===== src/rtl/core/mccnrpn_pkg.sv =====
package mccnrpn_pkg;

    localparam int DATA_W  = 7;
    localparam int CACHE_N = 128;
    localparam int SUB_N   = 4;
    localparam int SUB_W   = 2;

    // Input item kinds
    localparam logic [1:0] KIND_RX   = 2'd0;
    localparam logic [1:0] KIND_TX   = 2'd1;
    localparam logic [1:0] KIND_NRPN = 2'd2;
    localparam logic [1:0] KIND_NONE = 2'd3;

    // Control change status and NRPN controller numbers
    localparam logic [3:0] CC_STATUS_HI = 4'hB;
    localparam logic [6:0] CC_NRPN_LSB  = 7'h62;
    localparam logic [6:0] CC_NRPN_MSB  = 7'h63;
    localparam logic [6:0] CC_DATA_MSB  = 7'h06;
    localparam logic [6:0] CC_DATA_LSB  = 7'h26;

    // Sub-message slots of an NRPN request
    localparam logic [SUB_W-1:0] SUB_NRPN_LSB = 2'd0;
    localparam logic [SUB_W-1:0] SUB_NRPN_MSB = 2'd1;
    localparam logic [SUB_W-1:0] SUB_DATA_MSB = 2'd2;
    localparam logic [SUB_W-1:0] SUB_DATA_LSB = 2'd3;

    typedef struct packed {
        logic [7:0]        status;
        logic [DATA_W-1:0] data_one;
        logic [DATA_W-1:0] data_two;
    } msg_t;

    // Cache request: one access per cycle
    typedef struct packed {
        logic              wr_en;
        logic              rd_en;
        logic              inval_en;
        logic [DATA_W-1:0] key;
        logic [DATA_W-1:0] value;
    } cache_req_t;

    typedef struct packed {
        logic              valid;
        logic [DATA_W-1:0] value;
    } cache_rsp_t;

    function automatic logic is_cc(input logic [7:0] status);
        return status[7:4] == CC_STATUS_HI;
    endfunction

    // Message for one slot: a plain send uses the item, NRPN expands by slot
    function automatic msg_t msg_sel(
        input logic             nrpn,
        input logic [SUB_W-1:0] idx,
        input msg_t             item,
        input logic [3:0]       chan,
        input logic [13:0]      num,
        input logic [13:0]      dat
    );
        msg_t m;
        m.status = {CC_STATUS_HI, chan};
        case (idx)
            SUB_NRPN_LSB:
            begin
                m.data_one = CC_NRPN_LSB;
                m.data_two = num[6:0];
            end
            SUB_NRPN_MSB:
            begin
                m.data_one = CC_NRPN_MSB;
                m.data_two = num[13:7];
            end
            SUB_DATA_MSB:
            begin
                m.data_one = CC_DATA_MSB;
                m.data_two = dat[13:7];
            end
            SUB_DATA_LSB:
            begin
                m.data_one = CC_DATA_LSB;
                m.data_two = dat[6:0];
            end
            default:
            begin
                m.data_one = CC_NRPN_LSB;
                m.data_two = num[6:0];
            end
        endcase
        if (!nrpn)
        begin
            m = item;
        end
        return m;
    endfunction

endpackage


===== src/rtl/core/midi_cc_nrpn_sender_with_echo_filter_top.sv =====
// Sequence: a received message or unused kind is taken in idle; a CC send goes through
// lookup, compare and emit, a non-CC send straight to emit; an NRPN request goes through
// lookup and compare for each of its slots, then emit for each slot. One request is
// handled at a time, and each emit waits out any output stall.
// Reset: asynchronous, active low; clears all cache valid bits, sequencer and output valid.
module midi_cc_nrpn_sender_with_echo_filter_top (
    input  logic        clk,
    input  logic        rst_n,
    input  logic        in_valid,
    output logic        in_stall,
    input  logic [1:0]  kind,
    input  logic [7:0]  status_byte,
    input  logic [6:0]  data_one,
    input  logic [6:0]  data_two,
    input  logic [3:0]  channel,
    input  logic [13:0] nrpn_number,
    input  logic [13:0] nrpn_data,
    output logic        out_valid,
    input  logic        out_stall,
    output logic [7:0]  out_status,
    output logic [6:0]  out_data_one,
    output logic [6:0]  out_data_two,
    output logic        last
);
    import mccnrpn_pkg::*;

    typedef enum logic [3:0] {
        ST_IDLE   = 4'b0001,
        ST_LOOKUP = 4'b0010,
        ST_CHECK  = 4'b0100,
        ST_EMIT   = 4'b1000
    } state_t;

    state_t            state_reg, state_next;
    logic              nrpn_reg;
    msg_t              item_reg;
    logic [3:0]        chan_reg;
    logic [13:0]       num_reg;
    logic [13:0]       dat_reg;
    logic [SUB_W-1:0]  idx_reg, idx_next;
    logic [SUB_W-1:0]  last_idx_reg, last_idx_next;
    logic [SUB_N-1:0]  pass_reg, pass_next;
    logic              out_valid_reg, out_valid_next;
    msg_t              out_msg_reg;
    logic              out_last_reg;

    logic              accept;
    logic              out_free;
    logic              out_load;
    msg_t              cur_msg;
    msg_t              in_item;
    logic              later_pass;
    logic              cur_pass;
    cache_req_t        creq;
    cache_rsp_t        crsp;

    assign accept   = in_valid && !in_stall;
    assign in_stall = (state_reg != ST_IDLE);
    assign out_free = !out_valid_reg || !out_stall;

    assign in_item.status   = status_byte;
    assign in_item.data_one = data_one;
    assign in_item.data_two = data_two;

    assign cur_msg = msg_sel(nrpn_reg, idx_reg, item_reg, chan_reg, num_reg, dat_reg);

    // Filter decision for the current slot
    assign cur_pass = !(is_cc(cur_msg.status) && crsp.valid
                        && (crsp.value == cur_msg.data_two));

    // Any passing slot after the current one
    always_comb
    begin
        later_pass = 1'b0;
        for (int j = 0; j < SUB_N; j++)
        begin
            if ((j > int'(idx_reg)) && pass_reg[j])
            begin
                later_pass = 1'b1;
            end
        end
    end

    assign out_load = (state_reg == ST_EMIT) && pass_reg[idx_reg] && out_free;

    // Cache access: write on receive, read on lookup, invalidate on check
    always_comb
    begin
        creq          = '0;
        creq.key      = cur_msg.data_one;
        creq.value    = data_two;
        case (state_reg)
            ST_IDLE:
            begin
                creq.key   = data_one;
                creq.wr_en = accept && (kind == KIND_RX) && is_cc(status_byte);
            end
            ST_LOOKUP:
            begin
                creq.rd_en = 1'b1;
            end
            ST_CHECK:
            begin
                creq.inval_en = is_cc(cur_msg.status) && crsp.valid
                                && (crsp.value != cur_msg.data_two);
            end
            default:
            begin
                creq.key = cur_msg.data_one;
            end
        endcase
    end

    mccnrpn_cache u_cache (
        .clk   (clk),
        .rst_n (rst_n),
        .req   (creq),
        .rsp   (crsp)
    );

    // Sequencer
    always_comb
    begin
        state_next     = state_reg;
        idx_next       = idx_reg;
        last_idx_next  = last_idx_reg;
        pass_next      = pass_reg;
        out_valid_next = out_valid_reg;
        if (out_valid_reg && !out_stall)
        begin
            out_valid_next = 1'b0;
        end
        if (out_load)
        begin
            out_valid_next = 1'b1;
        end
        case (state_reg)
            ST_IDLE:
            begin
                idx_next  = '0;
                pass_next = '0;
                if (accept)
                begin
                    case (kind)
                        KIND_TX:
                        begin
                            last_idx_next = '0;
                            if (is_cc(status_byte))
                            begin
                                state_next = ST_LOOKUP;
                            end
                            else
                            begin
                                pass_next  = SUB_N'(1);
                                state_next = ST_EMIT;
                            end
                        end
                        KIND_NRPN:
                        begin
                            last_idx_next = SUB_W'(SUB_N - 1);
                            state_next    = ST_LOOKUP;
                        end
                        default:
                        begin
                            state_next = ST_IDLE;
                        end
                    endcase
                end
            end
            ST_LOOKUP:
            begin
                state_next = ST_CHECK;
            end
            ST_CHECK:
            begin
                pass_next[idx_reg] = cur_pass;
                if (idx_reg == last_idx_reg)
                begin
                    idx_next   = '0;
                    state_next = ST_EMIT;
                end
                else
                begin
                    idx_next   = idx_reg + 1'b1;
                    state_next = ST_LOOKUP;
                end
            end
            ST_EMIT:
            begin
                if (!pass_reg[idx_reg] || out_free)
                begin
                    if (idx_reg == last_idx_reg)
                    begin
                        state_next = ST_IDLE;
                    end
                    else
                    begin
                        idx_next = idx_reg + 1'b1;
                    end
                end
            end
            default:
            begin
                state_next = ST_IDLE;
            end
        endcase
    end

    always_ff @(posedge clk or negedge rst_n)
    begin
        if (!rst_n)
        begin
            state_reg     <= ST_IDLE;
            idx_reg       <= '0;
            last_idx_reg  <= '0;
            pass_reg      <= '0;
            out_valid_reg <= 1'b0;
        end
        else
        begin
            state_reg     <= state_next;
            idx_reg       <= idx_next;
            last_idx_reg  <= last_idx_next;
            pass_reg      <= pass_next;
            out_valid_reg <= out_valid_next;
        end
    end

    // Item capture and output register
    always_ff @(posedge clk)
    begin
        if (accept)
        begin
            nrpn_reg <= (kind == KIND_NRPN);
            item_reg <= in_item;
            chan_reg <= channel;
            num_reg  <= nrpn_number;
            dat_reg  <= nrpn_data;
        end
        if (out_load)
        begin
            out_msg_reg  <= cur_msg;
            out_last_reg <= !later_pass;
        end
    end

    assign out_valid    = out_valid_reg;
    assign out_status   = out_msg_reg.status;
    assign out_data_one = out_msg_reg.data_one;
    assign out_data_two = out_msg_reg.data_two;
    assign last         = out_last_reg;

`ifndef SYNTH
    a_rx_one_cycle: assert property (@(posedge clk) disable iff (!rst_n)
        (accept && (kind == KIND_RX || kind == KIND_NONE)) |=> (state_reg == ST_IDLE))
        else $error("received message did not return to idle");
    a_load_only_in_emit: assert property (@(posedge clk) disable iff (!rst_n)
        $rose(out_valid_reg) |-> $past(state_reg == ST_EMIT))
        else $error("output loaded outside emit");
    a_idx_in_range: assert property (@(posedge clk) disable iff (!rst_n)
        (state_reg != ST_IDLE) |-> (idx_reg <= last_idx_reg))
        else $error("slot index past last slot");
    a_tx_single_slot: assert property (@(posedge clk) disable iff (!rst_n)
        (state_reg != ST_IDLE && !nrpn_reg) |-> (last_idx_reg == '0))
        else $error("plain send uses more than one slot");
`endif

endmodule


===== src/rtl/core/mccnrpn_cache.sv =====
module mccnrpn_cache (
    input  logic                    clk,
    input  logic                    rst_n,
    input  mccnrpn_pkg::cache_req_t req,
    output mccnrpn_pkg::cache_rsp_t rsp
);
    import mccnrpn_pkg::*;

    logic [CACHE_N-1:0] valid_reg;
    logic [CACHE_N-1:0] valid_next;
    logic [DATA_W-1:0]  value_mem [CACHE_N];
    logic               rd_valid_reg;
    logic [DATA_W-1:0]  rd_value_reg;

    // Valid bits: set on a received control change, cleared on invalidate
    always_comb
    begin
        valid_next = valid_reg;
        if (req.wr_en)
        begin
            valid_next[req.key] = 1'b1;
        end
        else if (req.inval_en)
        begin
            valid_next[req.key] = 1'b0;
        end
    end

    always_ff @(posedge clk or negedge rst_n)
    begin
        if (!rst_n)
        begin
            valid_reg    <= '0;
            rd_valid_reg <= 1'b0;
        end
        else
        begin
            valid_reg <= valid_next;
            if (req.rd_en)
            begin
                rd_valid_reg <= valid_reg[req.key];
            end
        end
    end

    // Value store, registered read
    always_ff @(posedge clk)
    begin
        if (req.wr_en)
        begin
            value_mem[req.key] <= req.value;
        end
        if (req.rd_en)
        begin
            rd_value_reg <= value_mem[req.key];
        end
    end

    assign rsp.valid = rd_valid_reg;
    assign rsp.value = rd_value_reg;

`ifndef SYNTH
    a_write_sets_valid: assert property (@(posedge clk) disable iff (!rst_n)
        req.wr_en |=> valid_reg[$past(req.key)])
        else $error("cache write did not set valid bit");
    a_inval_clears_valid: assert property (@(posedge clk) disable iff (!rst_n)
        (req.inval_en && !req.wr_en) |=> !valid_reg[$past(req.key)])
        else $error("cache invalidate did not clear valid bit");
    a_single_access: assert property (@(posedge clk) disable iff (!rst_n)
        !(req.wr_en && (req.rd_en || req.inval_en)))
        else $error("cache write collides with another access");
`endif

endmodule


===== config.mk =====
export PLATFORM = sky130hd
export DESIGN_NAME = midi_cc_nrpn_sender_with_echo_filter_top
export DESIGN_NICKNAME = d
export VERILOG_FILES = /design/src/rtl/core/mccnrpn_pkg.sv /design/src/rtl/core/midi_cc_nrpn_sender_with_echo_filter_top.sv /design/src/rtl/core/mccnrpn_cache.sv
export SDC_FILE = /design/constraint.sdc
export NUM_CORES = 1
export LEC_CHECK = 0
export BUFFER_PORTS_ARGS = -buffer_cell sky130_fd_sc_hd__buf_2
export CORE_MARGIN = 3
export CORE_UTILIZATION = 23
export CTS_CLUSTER_DIAMETER = 100
export DETAILED_ROUTE_END_ITERATION = 16
export PLACE_DENSITY = 0.44
export SLEW_MARGIN = 0
export SYNTH_ARGS = -nofsm -noshare
export SYNTH_HDL_FRONTEND = slang
export SYNTH_HIERARCHICAL = 1
export SYNTH_SLANG_ARGS = --single-unit

===== constraint.sdc =====
create_clock -name clk -period 4.5 [get_ports clk]
set_input_delay 0 -clock clk [delete_from_list [all_inputs] [get_ports clk]]
set_output_delay 0 -clock clk [all_outputs]
set_load 0.1 [all_outputs]

==> impl_metrics.json, run 1 <==
{
  "outcome": "finished clean",
  "synth-edff-count": 981,
  "drt_wl_total_mm": 155,
  "p_int_w": 0.0215,
  "io_buffers": 84,
  "ys_seq_elements": 1122,
  "grt_usage_pct": 15.2,
  "finalSetupTns_ns": 0,
  "holdPathEnd": "u_cache/value_mem[92][4]",
  "syn2layout_area_growth_pct": 23.8,
  "diodes": 0,
  "p_sw_w": 0.0123,
  "synth_common_cells": "edfxtp_1, o21ai_0, nor2_1",
  "die_area_sq_um": 201000,
  "leakagePower_nw": 18.8,
  "cts_tree": "yes",
  "slew_headroom_pct": 24.4,
  "clkPwrFrac_pct": 29.3,
  "grt_max_degree": 81,
  "initial_core_util_pct": 23.3,
  "ys_seq_area_share_pct": 73.3,
  "worstHoldPathCells": 2,
  "required_ns": 5.01,
  "period_needed_ns": 4.21,
  "tightest_slew_ns": 1.13,
  "critPathMaxFanout": 24,
  "r2r_start": "idx_reg[0]",
  "finClkSkew_ns": 0.0474,
  "drv_slew": 0,
  "yosysTopAreaCell": "edfxtp_1",
  "swShare_pct": 36.4,
  "vdd_ir_drop_max_v": 0.000384,
  "async_reset_ff_share_pct": 12.6,
  "avgRoutedWirePerCell_um": 26.6,
  "worstSetupPathType": "reg2reg",
  "cp-start-kind": "flop",
  "drive_gt1_share_pct": 24.8,
  "die_h_um": 448,
  "min_from": "data_two[4]",
  "grt_pass1_wl_mm": 218,
  "sequentialPowerShare_pct": 34.6,
  "h-tree-depth": 3,
  "min_path_type": "in2reg",
  "dp_slack_ns": -0.0329,
  "seqCellArea_sq_um": 33000,
  "ys.flop_type": "edfxtp_1",
  "yosysMostFrequentCell": "edfxtp_1",
  "finalWorstSetupSlack_ns": 0.288,
  "reg2reg_setup_slack_ns": 0.29,
  "clk_path_buf_depth": 3,
  "r2r_end": "u_cache/rd_value_reg[5]",
  "synthTopCellsByArea": "edfxtp_1, dfrtp_1, mux4_2",
  "clk_pin_slew_worst_paths_ns": 0.06,
  "end_kind": "flop",
  "fillers": 19376,
  "vias_per_cell": 4.75,
  "place_congestion": 0.887,
  "drt_iter0_drc": 3045,
  "critPathArrivalTime_ns": 4.72,
  "ant_nets": 0,
  "hold_viol_final": 0,
  "io_pins": 85,
  "p_total_w": 0.0337,
  "hpwl_mm": 101,
  "multi_input_area_sq_um": 11100,
  "num_vias": 27758,
  "p_comb_share_pct": 36.1,
  "setup_viol": 0,
  "utilization_pct": 28.8,
  "fp.dieW_um": 448,
  "synth_area_per_cell_sq_um": 16.3,
  "reg2regPathDepth": 14,
  "antenna_found_initial": 5,
  "grt_pass1_vias": 27587,
  "drc": 0,
  "syn_area_sq_um": 45000,
  "drt-pass1-iter-count": 5,
  "numCtsBuffers": 119,
  "maxCapViolations": 0,
  "rows": 161,
  "cts_sinks": 1122,
  "pwr_density_cell_nw_per_um2": 606,
  "fin_crit_sh_pct": 93.6,
  "netlist_instances": 2767,
  "ys_types": 81,
  "ys_warn_count": 6,
  "grt_setup_unrepaired": "no",
  "max_freq_mhz": 237,
  "grt_overflow": 0,
  "clkLatencyLatePin_ns": 0.77,
  "core_sq_um": 193000,
  "synth_fp_nets": 2834,
  "dp_cells": 5510,
  "cts_root_buffer": "clkbuf_16",
  "synth_top_area_share_pct": 65.5,
  "fin_cells": 5842,
  "fin_nets": 3286
}
-- power by group through the flow --
| stage | Clock (W) | Sequential [W] | Combinational, W |
|---|---|---|---|
| after global routing | 0.0105 | 0.0117 | 0.0126 |
| final | 0.00988 | 0.0117 | 0.0122 |
| after CTS | 0.0101 | 0.0117 | 0.0121 |
| after floorplan | 0 | 0.0119 | 0.00613 |
| after detailed placement | 0 | 0.0119 | 0.0120 |
| after global placement | 0 | 0.0119 | 0.0120 |
-- how the worst max path moves through the flow --
stage            startpoint                  endpoint  slack, ns
3_3_place_gp   state_reg[0]   u_cache/rd_value_reg[5]       0.06
6_report         idx_reg[0]   u_cache/rd_value_reg[5]       0.29
2_1_floorplan  state_reg[0]  u_cache/value_mem[75][0]       0.27
5_1_grt          idx_reg[0]   u_cache/rd_value_reg[5]       0.12
3_5_place_dp   state_reg[0]   u_cache/rd_value_reg[2]      -0.03
4_1_cts        state_reg[0]   u_cache/rd_value_reg[5]       0.13
-- worst max-delay path, cell delays in order (launching register included) --
cell and delay, ns:
dfrtp_1 0.50, inv_1 0.10, ha_1 0.22, nor2_1 0.10, nor2_1 0.04, mux2_2 0.29, mux2_8 0.41, buf_12 0.22
mux4_2 0.44, mux2i_1 0.29, buf_4 0.18, o22ai_1 0.18, a211oi_2 0.30, o2111ai_1 0.13, or4_1 0.51
-- metrics by stage --
stage	cell area, sq um	hold WS [ns]
2_1_floorplan	45000	-0.296
3_3_place_gp	50600	0.0818
3_5_place_dp	50600	0.0850
4_1_cts	55700	0.0815
5_1_grt	55700	0.145
6_report	55700	0.124
-- per-layer routing --
layer,part of all wire [%],vias up,track usage [%]
li1,-,11904,-
met1,45,14661,21.5
met2,46,982,23.9
met3,5.8,209,2.13
met5,0.010,-,0
met4,3.2,2,5.17
-- cell families after synthesis --
kind of cell | share of synthesized area, %
flops | 73.3
simple gates | 4.20
xor+xnor | 0.136
mux | 10.1
compound gates | 9.65
buf+inv | 2.37
fa+ha+maj | 0.195
-- timing repair --
item,in CTS,in global routing
endpoints found under the setup margin,1,2
pin swaps,0,0
hold endpoints to repair,573,0
resized for setup,1,1
setup buffers,0,4
hold buffers,110,0
-- placed cells by master (no fill, tap or decap), drive strengths merged, types with 54 or more instances in the layout --
cell type / count
a221oi: 93
a22oi: 55
buf: 428
clkbuf: 148
clkinv: 54
dfrtp: 140
dlygate4sd3: 109
edfxtp: 981
mux2: 83
mux2i: 131
mux4: 102
nand2: 122
nor2: 194
o21ai: 304
-- cell type report --
| class | count | area share, % |
|---|---|---|
| clock buffer | 148 | 5.63 |
| clock inverter | 70 | 1.35 |
| inverter | 21 | 0.144 |
| multi-input combinational | 1418 | 19.8 |
| sequential | 1122 | 59.2 |
| tap | 2526 | 5.67 |
| timing repair buffer | 537 | 8.13 |
Power figures use the tool's default switching activity.
==> run 2: changes to the inputs <==
--- a/config.mk
+++ b/config.mk
@@ -6,11 +6,13 @@
 export NUM_CORES = 1
 export LEC_CHECK = 0
 export BUFFER_PORTS_ARGS = -buffer_cell sky130_fd_sc_hd__buf_2
+export CELL_PAD_IN_SITES_DETAIL_PLACEMENT = 0
+export CELL_PAD_IN_SITES_GLOBAL_PLACEMENT = 1
 export CORE_MARGIN = 3
 export CORE_UTILIZATION = 23
 export CTS_CLUSTER_DIAMETER = 100
 export DETAILED_ROUTE_END_ITERATION = 16
-export PLACE_DENSITY = 0.44
+export PLACE_DENSITY = 0.48
 export SLEW_MARGIN = 0
 export SYNTH_ARGS = -nofsm -noshare
 export SYNTH_HDL_FRONTEND = slang
==> run 2 against run 1 <==
  * First-iteration DRC count decreased by 16%
  * Largest power group unchanged
  * Power increased by 2.8%
  * Highest routed layer is now met4
  * Global-route usage increased by 0.49 points
==> impl_metrics.json, run 2 (same netlist as run 1, synthesis figures left out) <==
{
  "outcome": "finished clean",
  "cts_tree": "yes",
  "crit_end": "u_cache/rd_value_reg[3]",
  "met2_usage_pct": 25.3,
  "place_congestion": 0.809,
  "reg2reg_setup_slack_ns": 0.09,
  "slew_headroom_pct": 7.49,
  "fin_nets": 3326,
  "num_vias": 27820,
  "worstSetupPathType": "reg2reg",
  "rows": 161,
  "clk_path_buf_depth": 3,
  "critPathMaxFanout": 23,
  "mostFrequentLayoutCells": "edfxtp_1, buf_4, o21ai_0",
  "die_h_um": 448,
  "top_usage_layer": "met2",
  "min_from": "out_stall",
  "reg2regPathDepth": 14,
  "use_met3_pct": 2.77,
  "p_total_w": 0.0347,
  "grt_max_degree": 79,
  "drt_wl_total_mm": 159,
  "worst-path-stages": 14,
  "cts_root_buffer": "clkbuf_16",
  "drt-pass1-iter-count": 7,
  "cp-start-kind": "flop",
  "numCtsBuffers": 135,
  "r2r_start": "idx_reg[0]",
  "die_area_sq_um": 201000,
  "worst-path-buf-inv": 5,
  "max_freq_mhz": 227,
  "drt_iter0_drc": 2561,
  "fin_crit_sh_pct": 97.9,
  "final_area_sq_um": 56400,
  "worstPathCellList": "inv_1, ha_1, nor2_1, nor2_1, mux2_2, mux2_8, buf_4, inv_2, buf_4, a211oi_1, o311ai_0, buf_4, nand4_1, a221o_1",
  "startpoint": "idx_reg[0]",
  "setup_viol": 0,
  "grt_usage_pct": 15.7,
  "drc": 0,
  "pwr_density_cell_nw_per_um2": 615,
  "io_pins": 85,
  "cts_sinks": 1122,
  "placed_cell_area_sq_um": 50700,
  "grt_pass1_vias": 28204,
  "finClkSkew_ns": 0.0365,
  "fin_hold_ws_ns": 0.0993,
  "met1_usage_pct": 21.5,
  "avgRoutedWirePerCell_um": 27.0,
  "io_buffers": 84,
  "cpPeakStageDelay_ns": 0.63,
  "layout_commonest_cell": "edfxtp_1",
  "hold_viol_final": 0,
  "syn2layout_area_growth_pct": 25.3,
  "vdd_ir_drop_max_v": 0.000343,
  "fillers": 19403,
  "min_path_type": "in2reg",
  "grt_setup_unrepaired": "no",
  "fp.dieW_um": 448,
  "r2r_end": "u_cache/rd_value_reg[3]",
  "slowest_stage": "o311ai_0",
  "leakagePower_nw": 19.2,
  "initial_core_util_pct": 23.3,
  "clkLatencyLatePin_ns": 0.79,
  "grt_overflow": 0,
  "hpwl_mm": 104,
  "critPathArrivalTime_ns": 4.92,
  "cp_common_cell": "buf_4",
  "core_sq_um": 193000,
  "drv_slew": 0,
  "required_ns": 5.01,
  "h-tree-depth": 4,
  "diodes": 0,
  "grt_pass1_wl_mm": 224,
  "tightest_slew_ns": 1.39,
  "vias_per_cell": 4.72,
  "maxCapViolations": 0,
  "cp_top_family": "buffers and inverters",
  "end_kind": "flop",
  "antenna_found_initial": 5,
  "period_needed_ns": 4.41,
  "ant_nets": 0,
  "drive_gt1_share_pct": 25.8,
  "clk_pin_slew_worst_paths_ns": 0.06
}
-- run 2: changes by cell type in the layout (fill, tap and decap cells not counted), sizes merged, moves of 2 or more --
cell,delta
buf,+22
clkbuf,+30
clkinv,-5
inv,+5
nor2,+2
-- run 2: worst min path at each step --
stage	endpoint	slack, ns	cells past startpoint
global placement	out_valid	0.03	1
finish	out_valid	0.1	4
floorplan	idx_reg[0]	-0.30	0
detailed placement	last_idx_reg[0]	0.02	1
global route	out_valid	0.09	4
CTS	out_valid	0.03	4
-- run 2: what timing repair did --
action                                  in CTS  in global routing
hold buffers                               110                  0
gates cloned                                 2                  0
setup buffers                                3                  0
pin swaps                                    2                  0
endpoints found under the hold margin      524                  0
resized for setup                            1                  2
endpoints found under the setup margin       4                  2
-- run 2: tightest hold or removal path, stage by stage --
cell,delay [ns]
dlygate4sd3_1,0.54
buf_2,0.13
nand2_1,0.09
nand2_1,0.07
-- run 2: routing by layer --
metal  wire [um]  share of wire [%]
met1       71000                 45
met2       75700                 48
met3        8440                5.3
met4        4140                2.6
met5           0                  0
-- run 2: final cells by class --
type | count | area [sq um] | share of cell area, %
multi-input cells | 1420 | 11100 | 19.6
clock inverters | 68 | 766 | 1.36
flip-flops and latches | 1122 | 33000 | 58.5
well taps | 2526 | 3160 | 5.61
clock buffers | 178 | 3670 | 6.52
inverters | 21 | 80.1 | 0.142
repair buffers | 559 | 4630 | 8.21
-- run 2: stage by stage --
step	instances	setup TNS, ns	worst slack, ns	utilization, %
2_1_floorplan	2767	0	0.268	-
3_3_place_gp	5533	-0.596	-0.276	26.2
3_5_place_dp	5533	-0.779	-0.367	26.2
4_1_cts	5894	0	0.0254	29.1
5_1_grt	5894	0	0.0105	29.1
6_report	5894	0	0.0945	29.1
-- run 2: power breakdown --
group	internal, W	leakage, nW	switching, W
combinational	0.00424	6.22	0.00781
sequential	0.0116	10.8	0.0000924
clock	0.00644	2.16	0.00451
total	0.0223	19.2	0.0124
==> run 3: changes to the inputs <==
--- a/config.mk
+++ b/config.mk
@@ -13,6 +13,7 @@
 export CTS_CLUSTER_DIAMETER = 100
 export DETAILED_ROUTE_END_ITERATION = 16
 export PLACE_DENSITY = 0.48
+export REMOVE_ABC_BUFFERS = 1
 export SLEW_MARGIN = 0
 export SYNTH_ARGS = -nofsm -noshare
 export SYNTH_HDL_FRONTEND = slang
==> run 3 against run 2 <==
  * Flip-flop and latch count is the same
  * Sequential power is essentially flat
  * Fmax grew 2.9%
  * Clock power shrank 6%
  * Worst setup slack gained 0.13 ns
  * Cell area shrank 1.0%
  * Register-to-register slack gained 0.13 ns
  * Worst hold slack gained 0.038 ns
  * Utilization shrank 0.29 points
  * Die area is the same
  * Sequential share of layout area grew 0.60 points
  * Critical path depth shrank 1
==> impl_metrics.json, run 3 (same netlist as run 1, synthesis figures left out) <==
{
  "outcome": "finished clean",
  "cts_sinks": 1122,
  "min_path_type": "in2reg",
  "end_kind": "flop",
  "antenna_found_initial": 2,
  "die_area_sq_um": 201000,
  "drt-pass1-iter-count": 5,
  "avgRoutedWirePerCell_um": 27.0,
  "vdd_ir_drop_max_v": 0.000558,
  "startpoint": "idx_reg[0]",
  "h-tree-depth": 4,
  "num_vias": 27774,
  "r2r_end": "u_cache/rd_value_reg[1]",
  "p_sw_w": 0.0123,
  "cts_setup_buffers": 0,
  "finClkSkew_ns": 0.0365,
  "cp-start-kind": "flop",
  "min_from": "out_stall",
  "grt_setup_unrepaired": "no",
  "place_congestion": 0.837,
  "numCtsBuffers": 134,
  "clk_path_buf_depth": 3,
  "leakagePower_nw": 18.9,
  "final_area_sq_um": 55800,
  "clkLatencyLatePin_ns": 0.77,
  "dp_slack_ns": 0.0325,
  "grt_pass1_wl_mm": 223,
  "mostFrequentLayoutCells": "edfxtp_1, buf_4, o21ai_0",
  "tightest_slew_ns": 1.40,
  "hpwl_mm": 102,
  "sequentialPowerShare_pct": 34.5,
  "drv_slew": 0,
  "initial_core_util_pct": 23.3,
  "core_sq_um": 193000,
  "grt_max_degree": 79,
  "maxCapViolations": 0,
  "p_total_w": 0.0338,
  "finalWorstSetupSlack_ns": 0.220,
  "fin_nets": 3309,
  "drt_iter0_drc": 2505,
  "worstHoldPathCells": 4,
  "holdPathEnd": "out_valid",
  "grt_overflow": 0,
  "critPathMaxFanout": 21,
  "io_buffers": 84,
  "hold_viol_final": 0,
  "clkPwrFrac_pct": 30.5,
  "r2r_start": "idx_reg[0]",
  "diodes": 0,
  "worstSetupPathType": "reg2reg",
  "grt_usage_pct": 15.6,
  "swShare_pct": 36.2,
  "cts_tree": "yes",
  "drc": 0,
  "fin_crit_sh_pct": 95.1,
  "drive_gt1_share_pct": 25.2,
  "clk_pin_slew_worst_paths_ns": 0.06,
  "vias_per_cell": 4.73,
  "die_h_um": 448,
  "fillers": 19425,
  "layout_commonest_cell": "edfxtp_1",
  "grt_pass1_vias": 27963,
  "max_freq_mhz": 234,
  "p_comb_share_pct": 35.0,
  "placed_cell_area_sq_um": 50500,
  "ant_nets": 0,
  "fp.dieW_um": 448,
  "critPathArrivalTime_ns": 4.78,
  "drt_wl_total_mm": 158,
  "setup_viol": 0,
  "pwr_density_cell_nw_per_um2": 607,
  "p_int_w": 0.0216,
  "slowest_stage": "mux2i_1",
  "rows": 161,
  "slew_headroom_pct": 6.19,
  "reg2regPathDepth": 13,
  "cts_root_buffer": "clkbuf_16",
  "cpPeakStageDelay_ns": 0.60,
  "period_needed_ns": 4.28,
  "cp_common_cell": "buf_4",
  "worstPathCellList": "inv_1, ha_1, nor2_1, mux2_2, mux2_8, buf_4, mux2i_1, o22ai_1, o31ai_1, buf_4, a21oi_1, nand4b_1, or4b_1",
  "finalSetupTns_ns": 0,
  "utilization_pct": 28.8,
  "required_ns": 5.00,
  "io_pins": 85,
  "reg2reg_setup_slack_ns": 0.22,
  "syn2layout_area_growth_pct": 24.0
}
==> run 3: cell types whose count changed in the layout (fill, tap and decap cells not counted), moves of 4 or more <==
cell       delta
buf_12       -12
bufinv_16     -7
clkbuf_1      -4
clkinv_1      +4
==> run 3: through the flow <==
| step | std cells | hold WS (ns) |
|---|---|---|
| finish | 5866 | 0.137 |
| global route | 5866 | 0.125 |
| CTS | 5866 | 0.0780 |
| detailed placement | 5522 | 0.0482 |
| global placement | 5522 | 0.0483 |
| floorplan | 2561 | -0.296 |
==> run 3: what timing repair did <==
item | in CTS | in global routing
resized for setup | 0 | 1
hold endpoints to repair | 541 | 0
endpoints found under the setup margin | 0 | 1
hold buffers | 110 | 0
==> run 3: area by class of cell <==
class                           instances  area (sq um)  area share [%]
Clock buffer                          172          3610            6.47
Clock inverter                         62           543           0.973
Inverter                               21          80.1           0.144
Multi-Input combinational cell       1418         11000            19.8
Sequential cell                      1122         33000            59.1
Tap cell                             2526          3160            5.67
Timing Repair Buffer                  545          4370            7.84
==> run 3: worst max-delay path by stage <==
| stage | to | slack, ns | depth (start not counted) |
|---|---|---|---|
| global route | u_cache/rd_value_reg[4] | 0.08 | 11 |
| finish | u_cache/rd_value_reg[1] | 0.22 | 13 |
| CTS | u_cache/rd_value_reg[4] | 0.04 | 11 |
| floorplan | u_cache/rd_value_reg[0] | -11.67 | 10 |
| global placement | u_cache/rd_value_reg[4] | 0.10 | 11 |
| detailed placement | u_cache/rd_value_reg[4] | 0.03 | 11 |
==> run 3: power groups by stage <==
stage | Combinational [W] | Sequential [W] | Clock (W)
after floorplan | 0.00461 | 0.0119 | 0
after global placement | 0.0117 | 0.0119 | 0
after detailed placement | 0.0117 | 0.0119 | 0
after CTS | 0.0118 | 0.0117 | 0.0106
after global routing | 0.0123 | 0.0117 | 0.0110
final | 0.0118 | 0.0117 | 0.0103
==> run 3: critical path: cells and delay by family (launching register included) <==
kind	cells	cell delay, ns
simple gates	3	0.79
buf+inv	3	0.69
fa+ha+maj	1	0.30
compound gates	3	0.58
mux	3	1.12
flops	1	0.48
==> run 3: routing by layer <==
metal / vias up / part of all wire, % / global-route usage (%)
li1: 11968 / - / -
met1: 14692 / 46 / 22.1
met2: 924 / 46 / 24.7
met3: 190 / 5.8 / 2.67
met4: 0 / 2.0 / 3.90
met5: - / 0 / 0
